--- src/hdl/spq_pkg.sv ---
// ----------------------------------------------------------------------------
// spq_pkg
// Shared types and codes for the sorted priority queue: operation and error
// codes, stream word layouts and the control bundle sent to the cells.
// ----------------------------------------------------------------------------
package spq_pkg;

  // field widths
  localparam int unsigned ValueW = 32;
  localparam int unsigned CountW = 5;
  localparam int unsigned ErrW   = 2;

  // stream word widths, padded to whole bytes
  localparam int unsigned InDataW  = 40;
  localparam int unsigned OutDataW = 40;

  // operation codes
  localparam logic OP_PUSH = 1'b0;
  localparam logic OP_POP  = 1'b1;

  // error codes
  localparam logic [ErrW-1:0] ERR_OK         = 2'd0;
  localparam logic [ErrW-1:0] ERR_POP_EMPTY  = 2'd1;
  localparam logic [ErrW-1:0] ERR_PUSH_FULL  = 2'd2;

  // per-cycle command broadcast to every cell
  typedef struct packed {
    logic push;   // insert din in sorted position
    logic pop;    // shift everything one cell toward the head
  } spq_ctrl_t;

endpackage

--- src/hdl/spq_cell.sv ---
// ----------------------------------------------------------------------------
// spq_cell
// One slot of the sorted store. Compares its entry against the pushed value
// and either keeps it, takes the new value, or takes a neighbor's entry.
// ----------------------------------------------------------------------------
module spq_cell (
  input  logic                                clk,
  input  spq_pkg::spq_ctrl_t                  ctrl,
  input  logic                                valid,       // slot is below count
  input  logic signed [spq_pkg::ValueW-1:0]   din,         // value being pushed
  input  logic                                left_flag,   // left slot stays put
  input  logic signed [spq_pkg::ValueW-1:0]   left_entry,
  input  logic signed [spq_pkg::ValueW-1:0]   right_entry,
  output logic                                flag,        // this slot stays put
  output logic signed [spq_pkg::ValueW-1:0]   entry,
  output logic signed [spq_pkg::ValueW-1:0]   entry_next
);

  // stored entry stays when it is valid and not larger than the new value
  assign flag = valid && (entry <= din);

  // next entry selection
  always_comb begin
    priority if (ctrl.push) begin
      if (flag) begin
        entry_next = entry;
      end else if (left_flag) begin
        entry_next = din;
      end else begin
        entry_next = left_entry;
      end
    end else if (ctrl.pop) begin
      entry_next = right_entry;
    end else begin
      entry_next = entry;
    end
  end

  // payload register, no reset
  always_ff @(posedge clk) begin
    entry <= entry_next;
  end

endmodule

--- src/hdl/sorted_priority_queue.sv ---
// ----------------------------------------------------------------------------
// sorted_priority_queue
// Min-priority queue kept as a row of DEPTH compare-and-shift cells.
// ----------------------------------------------------------------------------
// Usage:
//   Input stream s_axis carries one operation per transaction: push of a
//   signed 32-bit value, or pop of the smallest entry. Every operation gives
//   exactly one result transaction on m_axis with the head value, a head
//   valid flag, the entry count and an error code, all taken after the
//   operation. Equal values leave in arrival order.
//   The result is registered at the edge that accepts the operation. Throughput
//   is one operation per cycle while m_axis takes results; every cell compares
//   against the pushed value in parallel and shifts by one slot, so the cost
//   per operation is one 32-bit compare plus a 4-way select.
//   Pop on an empty queue and push into a full queue leave the store as is
//   and report an error code.
//   Reset empties the queue (count cleared, cell contents left as they are).
//   When m_axis stalls, the held result stays and s_axis_tready drops until
//   the result is taken.
// ----------------------------------------------------------------------------
module sorted_priority_queue #(
  parameter int unsigned DEPTH = 16
) (
  input  logic                            clk,
  input  logic                            rst,
  input  logic                            s_axis_tvalid,
  output logic                            s_axis_tready,
  // [0] opcode, [32:1] value, [39:33] zero
  input  logic [spq_pkg::InDataW-1:0]     s_axis_tdata,
  output logic                            m_axis_tvalid,
  input  logic                            m_axis_tready,
  // [31:0] head_value, [32] head_valid, [37:33] entry_count, [39:38] error_code
  output logic [spq_pkg::OutDataW-1:0]    m_axis_tdata
);

  localparam int unsigned CW = $clog2(DEPTH + 1);

  logic                               accept;
  logic                               opcode;
  logic signed [spq_pkg::ValueW-1:0]  value;
  logic [CW-1:0]                      count;
  logic [CW-1:0]                      count_next;
  logic                               full;
  logic                               empty;
  logic [spq_pkg::ErrW-1:0]           err;
  spq_pkg::spq_ctrl_t                 ctrl;
  logic [CW+4:0]                      count_ext;
  logic signed [spq_pkg::ValueW-1:0]  head_next;

  logic                               flags   [DEPTH];
  logic signed [spq_pkg::ValueW-1:0]  entries [DEPTH];
  logic signed [spq_pkg::ValueW-1:0]  nexts   [DEPTH];

  // input unpacking and handshake
  assign opcode        = s_axis_tdata[0];
  assign value         = s_axis_tdata[spq_pkg::ValueW:1];
  assign s_axis_tready = !m_axis_tvalid || m_axis_tready;
  assign accept        = s_axis_tvalid && s_axis_tready;

  assign full  = (count == CW'(DEPTH));
  assign empty = (count == '0);

  // operation decode
  always_comb begin
    ctrl.push  = 1'b0;
    ctrl.pop   = 1'b0;
    err        = spq_pkg::ERR_OK;
    count_next = count;
    if (accept) begin
      if (opcode == spq_pkg::OP_PUSH) begin
        if (full) begin
          err = spq_pkg::ERR_PUSH_FULL;
        end else begin
          ctrl.push  = 1'b1;
          count_next = count + 1'b1;
        end
      end else begin
        if (empty) begin
          err = spq_pkg::ERR_POP_EMPTY;
        end else begin
          ctrl.pop   = 1'b1;
          count_next = count - 1'b1;
        end
      end
    end
  end

  // row of cells
  for (genvar i = 0; i < DEPTH; i++) begin : g_cell
    logic                               left_flag;
    logic signed [spq_pkg::ValueW-1:0]  left_entry;
    logic signed [spq_pkg::ValueW-1:0]  right_entry;

    if (i == 0) begin : g_first
      assign left_flag  = 1'b1;
      assign left_entry = value;
    end else begin : g_mid
      assign left_flag  = flags[i-1];
      assign left_entry = entries[i-1];
    end

    if (i == DEPTH - 1) begin : g_last
      assign right_entry = '0;
    end else begin : g_inner
      assign right_entry = entries[i+1];
    end

    spq_cell u_cell (
      .clk         (clk),
      .ctrl        (ctrl),
      .valid       (count > CW'(i)),
      .din         (value),
      .left_flag   (left_flag),
      .left_entry  (left_entry),
      .right_entry (right_entry),
      .flag        (flags[i]),
      .entry       (entries[i]),
      .entry_next  (nexts[i])
    );
  end

  // count register
  always_ff @(posedge clk) begin
    if (rst) begin
      count <= '0;
    end else begin
      count <= count_next;
    end
  end

  // result fields taken from the next state
  assign head_next = (count_next != '0) ? nexts[0] : '0;
  assign count_ext = {5'd0, count_next};

  // output register
  always_ff @(posedge clk) begin
    if (rst) begin
      m_axis_tvalid <= 1'b0;
    end else if (accept) begin
      m_axis_tvalid <= 1'b1;
    end else if (m_axis_tready) begin
      m_axis_tvalid <= 1'b0;
    end
  end

  always_ff @(posedge clk) begin
    if (accept) begin
      m_axis_tdata <= {err, count_ext[4:0], (count_next != '0), head_next};
    end
  end

endmodule

--- config.mk ---
export PLATFORM = sky130hd
export DESIGN_NAME = sorted_priority_queue
export DESIGN_NICKNAME = d
export VERILOG_FILES = /design/src/hdl/spq_pkg.sv /design/src/hdl/spq_cell.sv /design/src/hdl/sorted_priority_queue.sv
export SDC_FILE = /design/constraint.sdc
export NUM_CORES = 2
export LEC_CHECK = 0
export ABC_AREA = 1
export BUFFER_PORTS_ARGS = -buffer_cell sky130_fd_sc_hd__buf_2
export CAP_MARGIN = 20
export CORE_AREA = 2 2 315 254
export CTS_BUF_LIST = sky130_fd_sc_hd__clkbuf_8
export DETAILED_ROUTE_END_ITERATION = 6
export DIE_AREA = 0 0 317 256
export GPL_TIMING_DRIVEN = 0
export PLACE_DENSITY = 0.8
export SLEW_MARGIN = 20
export SYNTH_ARGS = -nofsm -noshare
export SYNTH_HDL_FRONTEND = slang
export SYNTH_SLANG_ARGS = --single-unit
--- constraint.sdc ---
create_clock -name clk -period 7.5 [get_ports clk]
set_clock_uncertainty 0.2 [all_clocks]
set_input_delay 1.875 -clock clk [delete_from_list [all_inputs] [get_ports clk]]
set_output_delay 1.875 -clock clk [all_outputs]
set_load 0.02 [all_outputs]
Yosys cells after proc, flatten, opt, wreduce, memory -nomap -nowiden
Index checks and enable logic that the tools add are counted.

Flip-flop bits (word level): 558. Input bits: 44. Output and inout bits: 42. Logic and storage cells: 185.

Add/sub/neg operators: 2. Magnitude comparators: 32. Equal/unequal tests: 16. Muxes and demuxes: 77. Reductions and logical operators: 38.

Operators by type and width (count): $mux W32 (63); $le A32 B32 Y1 (16); $gt A5 B4 Y1 const B (8); $ne A2 B2 Y1 const B (15); $reduce_and A2 Y1 (15); $gt A5 B3 Y1 const B (4); $mux W5 (4); $logic_and A1 B1 Y1 (17); $gt A5 B1 Y1 const B (2); $gt A5 B2 Y1 const B (2); $mux W1 (7); $mux W2 (3); $add A5 B1 Y5 const B (1); $eq A5 B5 Y1 const B (1); $logic_not A5 Y1 (1); $reduce_bool A5 Y1 (1); $sub A5 B1 Y5 const B (1); $reduce_bool A2 Y1 (2); $logic_not A1 Y1 (1); $logic_or A1 B1 Y1 (1).

Longest topological paths before layout
Depth after elaboration: 6. Depth in mapped cells: 21. Gate-level depth less buffers: 20.

Modules after synthesis
Synthesis repeated with hierarchy kept, for this count alone.

Cells, all modules: 8177. Area, all modules: 56251.4 sq um.

By module, submodules not included: spq_cell at g_cell[0].u_cell ... (instances 14, cells each 497, area each 3398.3 sq um, sequential area each 640.6 sq um); spq_cell at g_cell[9].u_cell (instances 1, cells each 490, area each 3226.8 sq um, sequential area each 640.6 sq um); spq_cell at g_cell[13].u_cell (instances 1, cells each 493, area each 2966.6 sq um, sequential area each 640.6 sq um); sorted_priority_queue (instances 1, cells each 236, area each 2482.4 sq um, sequential area each 1321.3 sq um).

Worst setup path after synthesis
No wires, ideal clock.

Path kind: input to register. Start: input port s_axis_tdata[32] (netlist bit). End: register g_cell[6].u_cell.entry[0] (netlist bit) (enable). Setup time: 441 ps. Arrival time: 5677 ps. Data required time: 6859 ps. Setup slack: 1183 ps. Stages on the path: 11. Path buffers: 2. Path through: clkinv_1 clkbuf_1 ha_1 nand2_1 nor4_1 and3_1 nand2_1 nand3_1 nand3_1 clkbuf_1 a31oi_1.

Word-level cells in the longest chain between the ends: 4.

Ends and longest elaborated chain: start: declaration (RTL line sorted_priority_queue.sv:29) `input logic [spq_pkg::InDataW-1:0] s_axis_tdata,`; $le A32 B32 Y1 (RTL line spq_cell.sv:20) `assign flag = valid && (entry <= din);`; $logic_and A1 B1 Y1 (RTL line spq_cell.sv:20); $ne A2 B2 Y1 (no line); $reduce_and A2 Y1 (no line); end signal: assignment (RTL line spq_cell.sv:41) `entry <= entry_next;`; end: declaration (RTL line spq_cell.sv:15) `output logic signed [spq_pkg::ValueW-1:0] entry,`.

No other way between the ends. A chain may end at the register's enable or synchronous reset.

Worst setup path after layout
Start: input port s_axis_tdata[32] (netlist bit). End: register g_cell[8].u_cell.entry[17] (netlist bit) (enable).

Word-level cells in the longest chain between the ends: 4.

Ends and longest elaborated chain (RTL line): $le A32 B32 Y1 (spq_cell.sv:20); $logic_and A1 B1 Y1 (spq_cell.sv:20); $ne A2 B2 Y1 (no line); $reduce_and A2 Y1 (no line); end signal: assignment (spq_cell.sv:41); end: declaration (spq_cell.sv:15).

No other way between the ends.

==> impl_metrics.toml <==
[grt]
grt_pass1_vias = 38700
grt_use_total_pct = 35.7
grt_pass1_wl_mm = 222
grt_overflow = 0
grt_max_degree = 35
antenna_found_initial = 3

[yosys]
syn_nets = 6202
syn_area_um2 = 42600
synth_top_area_share_pct = 36.7
ys_seq_elements = 558
synth.area.top_cells = "edfxtp_1, nand2_1, ha_1"
ys_warn_count = 0
yosysUniqueCellTypes = 41
seq_area_frac_synth_pct = 38.4
netlist_instances = 5641
syn_area_per_cell_um2 = 7.55
yosysTopAreaCell = "edfxtp_1"

[clock_network]
cts-root-buf = "clkbuf_8"
path_clk_slew_ns = 0.07
clock_sinks = 558
clk_latency_ns = 0.75
cts_tree = "yes"
h-tree-depth = 3
cts_resized = 0
post_cts_buffers = 0
ctsHoldBuffers = 0
numCtsBuffers = 96
clockBufferDepth = 3

[worst_setup_path]
crit_top_cell = "nand2_1"
worstPathRequired_ns = 7.74
startpoint = "s_axis_tdata[32]"
critPathMaxStageDelay_ns = 0.61
crit_buf_inv = 6
path_class = "input port to flip-flop"
path_max_fanout = 20
arrival_ns = 6.53
rrSetupSlack_ns = 3.50
r2r_cells = 11
cpLargestDelayFamily = "buffers and inverters"
r2r_end = "g_cell[8].u_cell.entry[17]"
cp-end-kind = "flip-flop"
r2r-start = "g_cell[8].u_cell.entry[31]"
worstSetupStartpointType = "input port"
crit_path_top_delay_cell = "clkinv_1"
crit_chain = "buf_2 -> clkinv_1 -> clkbuf_2 -> buf_16 -> ha_1 -> nand2_1 -> nor2_1 -> nand2_1 -> nor4_1 -> nand2_1 -> nand3_1 -> nand3_1 -> clkbuf_1 -> a31oi_4 -> buf_16"

[routing]
viasPerCell = 6.10
ant_nets = 0
drc = 14
dr.first_iter.drc_count = 6467
vias = 42600
wl_mm = 148
drtPass1Iterations = 7
routedWlPerCell_um = 21.2

[die]
rows = 92
start_util_pct = 54.5
core-area_um2 = 78200
die_area_um2 = 81200
die_y_um = 256
pin_count = 86
dieWidth_um = 317

[finish]
register_area_um2 = 16400
drive_above_1_share_pct = 6.87
final_core_util_pct = 60.9
n_fill_cell = 6782
final_cell_area_um2 = 47600
layout_commonest_cell = "nand2_1"
final_cell_mix = "nand2_1, nand3_1, inv_1"
nNetsFinal = 6428
multi_input_area_um2 = 23000
syn_to_final_growth_pct = 11.7

[place]
place_ws_ns = 0.732
hpwl_mm = 118
placed_cell_area_um2 = 45800
gp_congestion = 0.989
io_buffers = 78

[sta]
finalHoldViolCount = 0
slew_viol_final = 0
fin_ws_ns = 1.20
finalCritPeriodShare_pct = 83.9
fin_tns_setup_ns = 0
fmax_ghz = 0.159
slew_headroom_pct = 20.8
tightest_slew_ns = 1.19
finalSetupViolCount = 0
rsz0062_at_grt = "false"
period_minus_slack_ns = 6.30

[worst_hold_path]
hold_class = "flip-flop to flip-flop"
whs_endpoint = "m_axis_tvalid"
hp-start = "m_axis_tvalid"
hold_depth = 2

[power_and_ir_drop]
leakagePower_nw = 23.0
worst_ir_drop_vdd_v = 0.000225
pwr-share-seq_pct = 39.8
internal_power_mw = 6.80
combPwrFrac_pct = 36.6
switching_share_pct = 40.8
p_clk_share_pct = 23.6
power_density_nw_per_um2 = 242
switchingPower_mw = 4.69

[status]
violations = "DRC"
status = "complete, but fails checks"

[flow_run]
cap_violations = 0
## sequential cells by signal, indices dropped and copies added (netlist names)
name and count:
g_cell.u_cell.entry 512, m_axis_tdata 40, count 5, m_axis_tvalid 1
## worst max-delay path by stage
stage | to | cells past startpoint
2_1_floorplan | g_cell[6].u_cell.entry[0] | 11
3_3_place_gp | g_cell[10].u_cell.entry[14] | 13
3_5_place_dp | g_cell[8].u_cell.entry[17] | 15
4_1_cts | g_cell[8].u_cell.entry[17] | 15
5_1_grt | g_cell[9].u_cell.entry[17] | 15
6_report | g_cell[8].u_cell.entry[17] | 15
## stage by stage
step / hold WS [ns] / cells / total power, mW
floorplan: 0.288 / 5641 / 7.23
global placement: 0.297 / 6753 / 8.30
detailed placement: 0.315 / 6803 / 8.63
CTS: 0.326 / 6975 / 11.3
global route: 0.347 / 6977 / 12.1
finish: 0.327 / 6977 / 11.5
## cell usage after synthesis
master,instances
a211oi_1,3
a21boi_0,1
a21boi_2,1
a21o_1,12
a21oi_1,359
a22oi_1,1
a31oi_1,17
a32oi_1,1
and3_1,5
buf_1,15
buf_2,81
buf_6,3
clkbuf_1,204
clkinv_1,34
dfxtp_1,38
edfxtp_1,520
ha_1,517
inv_1,542
inv_2,8
nand2_1,1810
nand2_2,1
nand3_1,1018
nand3_2,1
nand3_4,1
nand3b_1,7
nand4_1,59
nor2_1,170
nor2_2,2
nor2_4,1
nor2_8,1
nor3_1,11
nor3b_1,2
nor4_1,11
nor4_4,1
o211ai_1,20
o21a_1,17
o21ai_0,129
o21ai_1,13
o31ai_1,1
xor2_1,2
xor2_2,1
## worst register-to-register path, cell delays in order, from the launching register on
cell      delay [ns]
edfxtp_1        0.47
ha_1            0.40
nand2_1         0.09
nor2_1          0.17
nand2_1         0.11
nor4_1          0.61
nand2_1         0.16
nand3_1         0.12
nand3_1         0.23
clkbuf_1        0.33
a31oi_4         0.55
buf_16          0.24
## layout make-up
type	instances	area share, %
buffer	303	2.74
antenna	2	0.0105
multi-input combinational	4196	48.3
inverter	584	4.61
sequential	558	34.4
clock buffer	98	2.83
timing repair buffer	128	3.50
clock inverter	74	0.873
tap	1034	2.72
## layer usage
layer	vias up	GRT usage (%)	routed length (µm)
li1	19500	-	-
met1	19100	52.9	59100
met2	3409	47.2	55900
met3	520	9.49	24400
met4	0	18.1	8800
met5	-	0	0
## power groups by stage
stage	clock network, mW	registers, mW	logic, mW
after floorplan	0	4.51	2.72
after global placement	0	4.61	3.69
after detailed placement	0	4.60	4.03
after CTS	2.70	4.54	4.07
after global routing	2.82	4.61	4.65
final	2.72	4.57	4.21
## logic make-up after synthesis
| logic type | after synthesis | share of synthesized area (%) |
|---|---|---|
| AOI/OAI and AO/OA | 575 | 7.15 |
| xor gates and xnor gates | 3 | 0.0793 |
| adders and majority gates | 517 | 15.2 |
| buffers and inverters | 887 | 8.11 |
| DFF | 558 | 38.4 |
| and+or+nand+nor | 3101 | 31.0 |
Note: power is estimated with default switching activity, not from simulation.
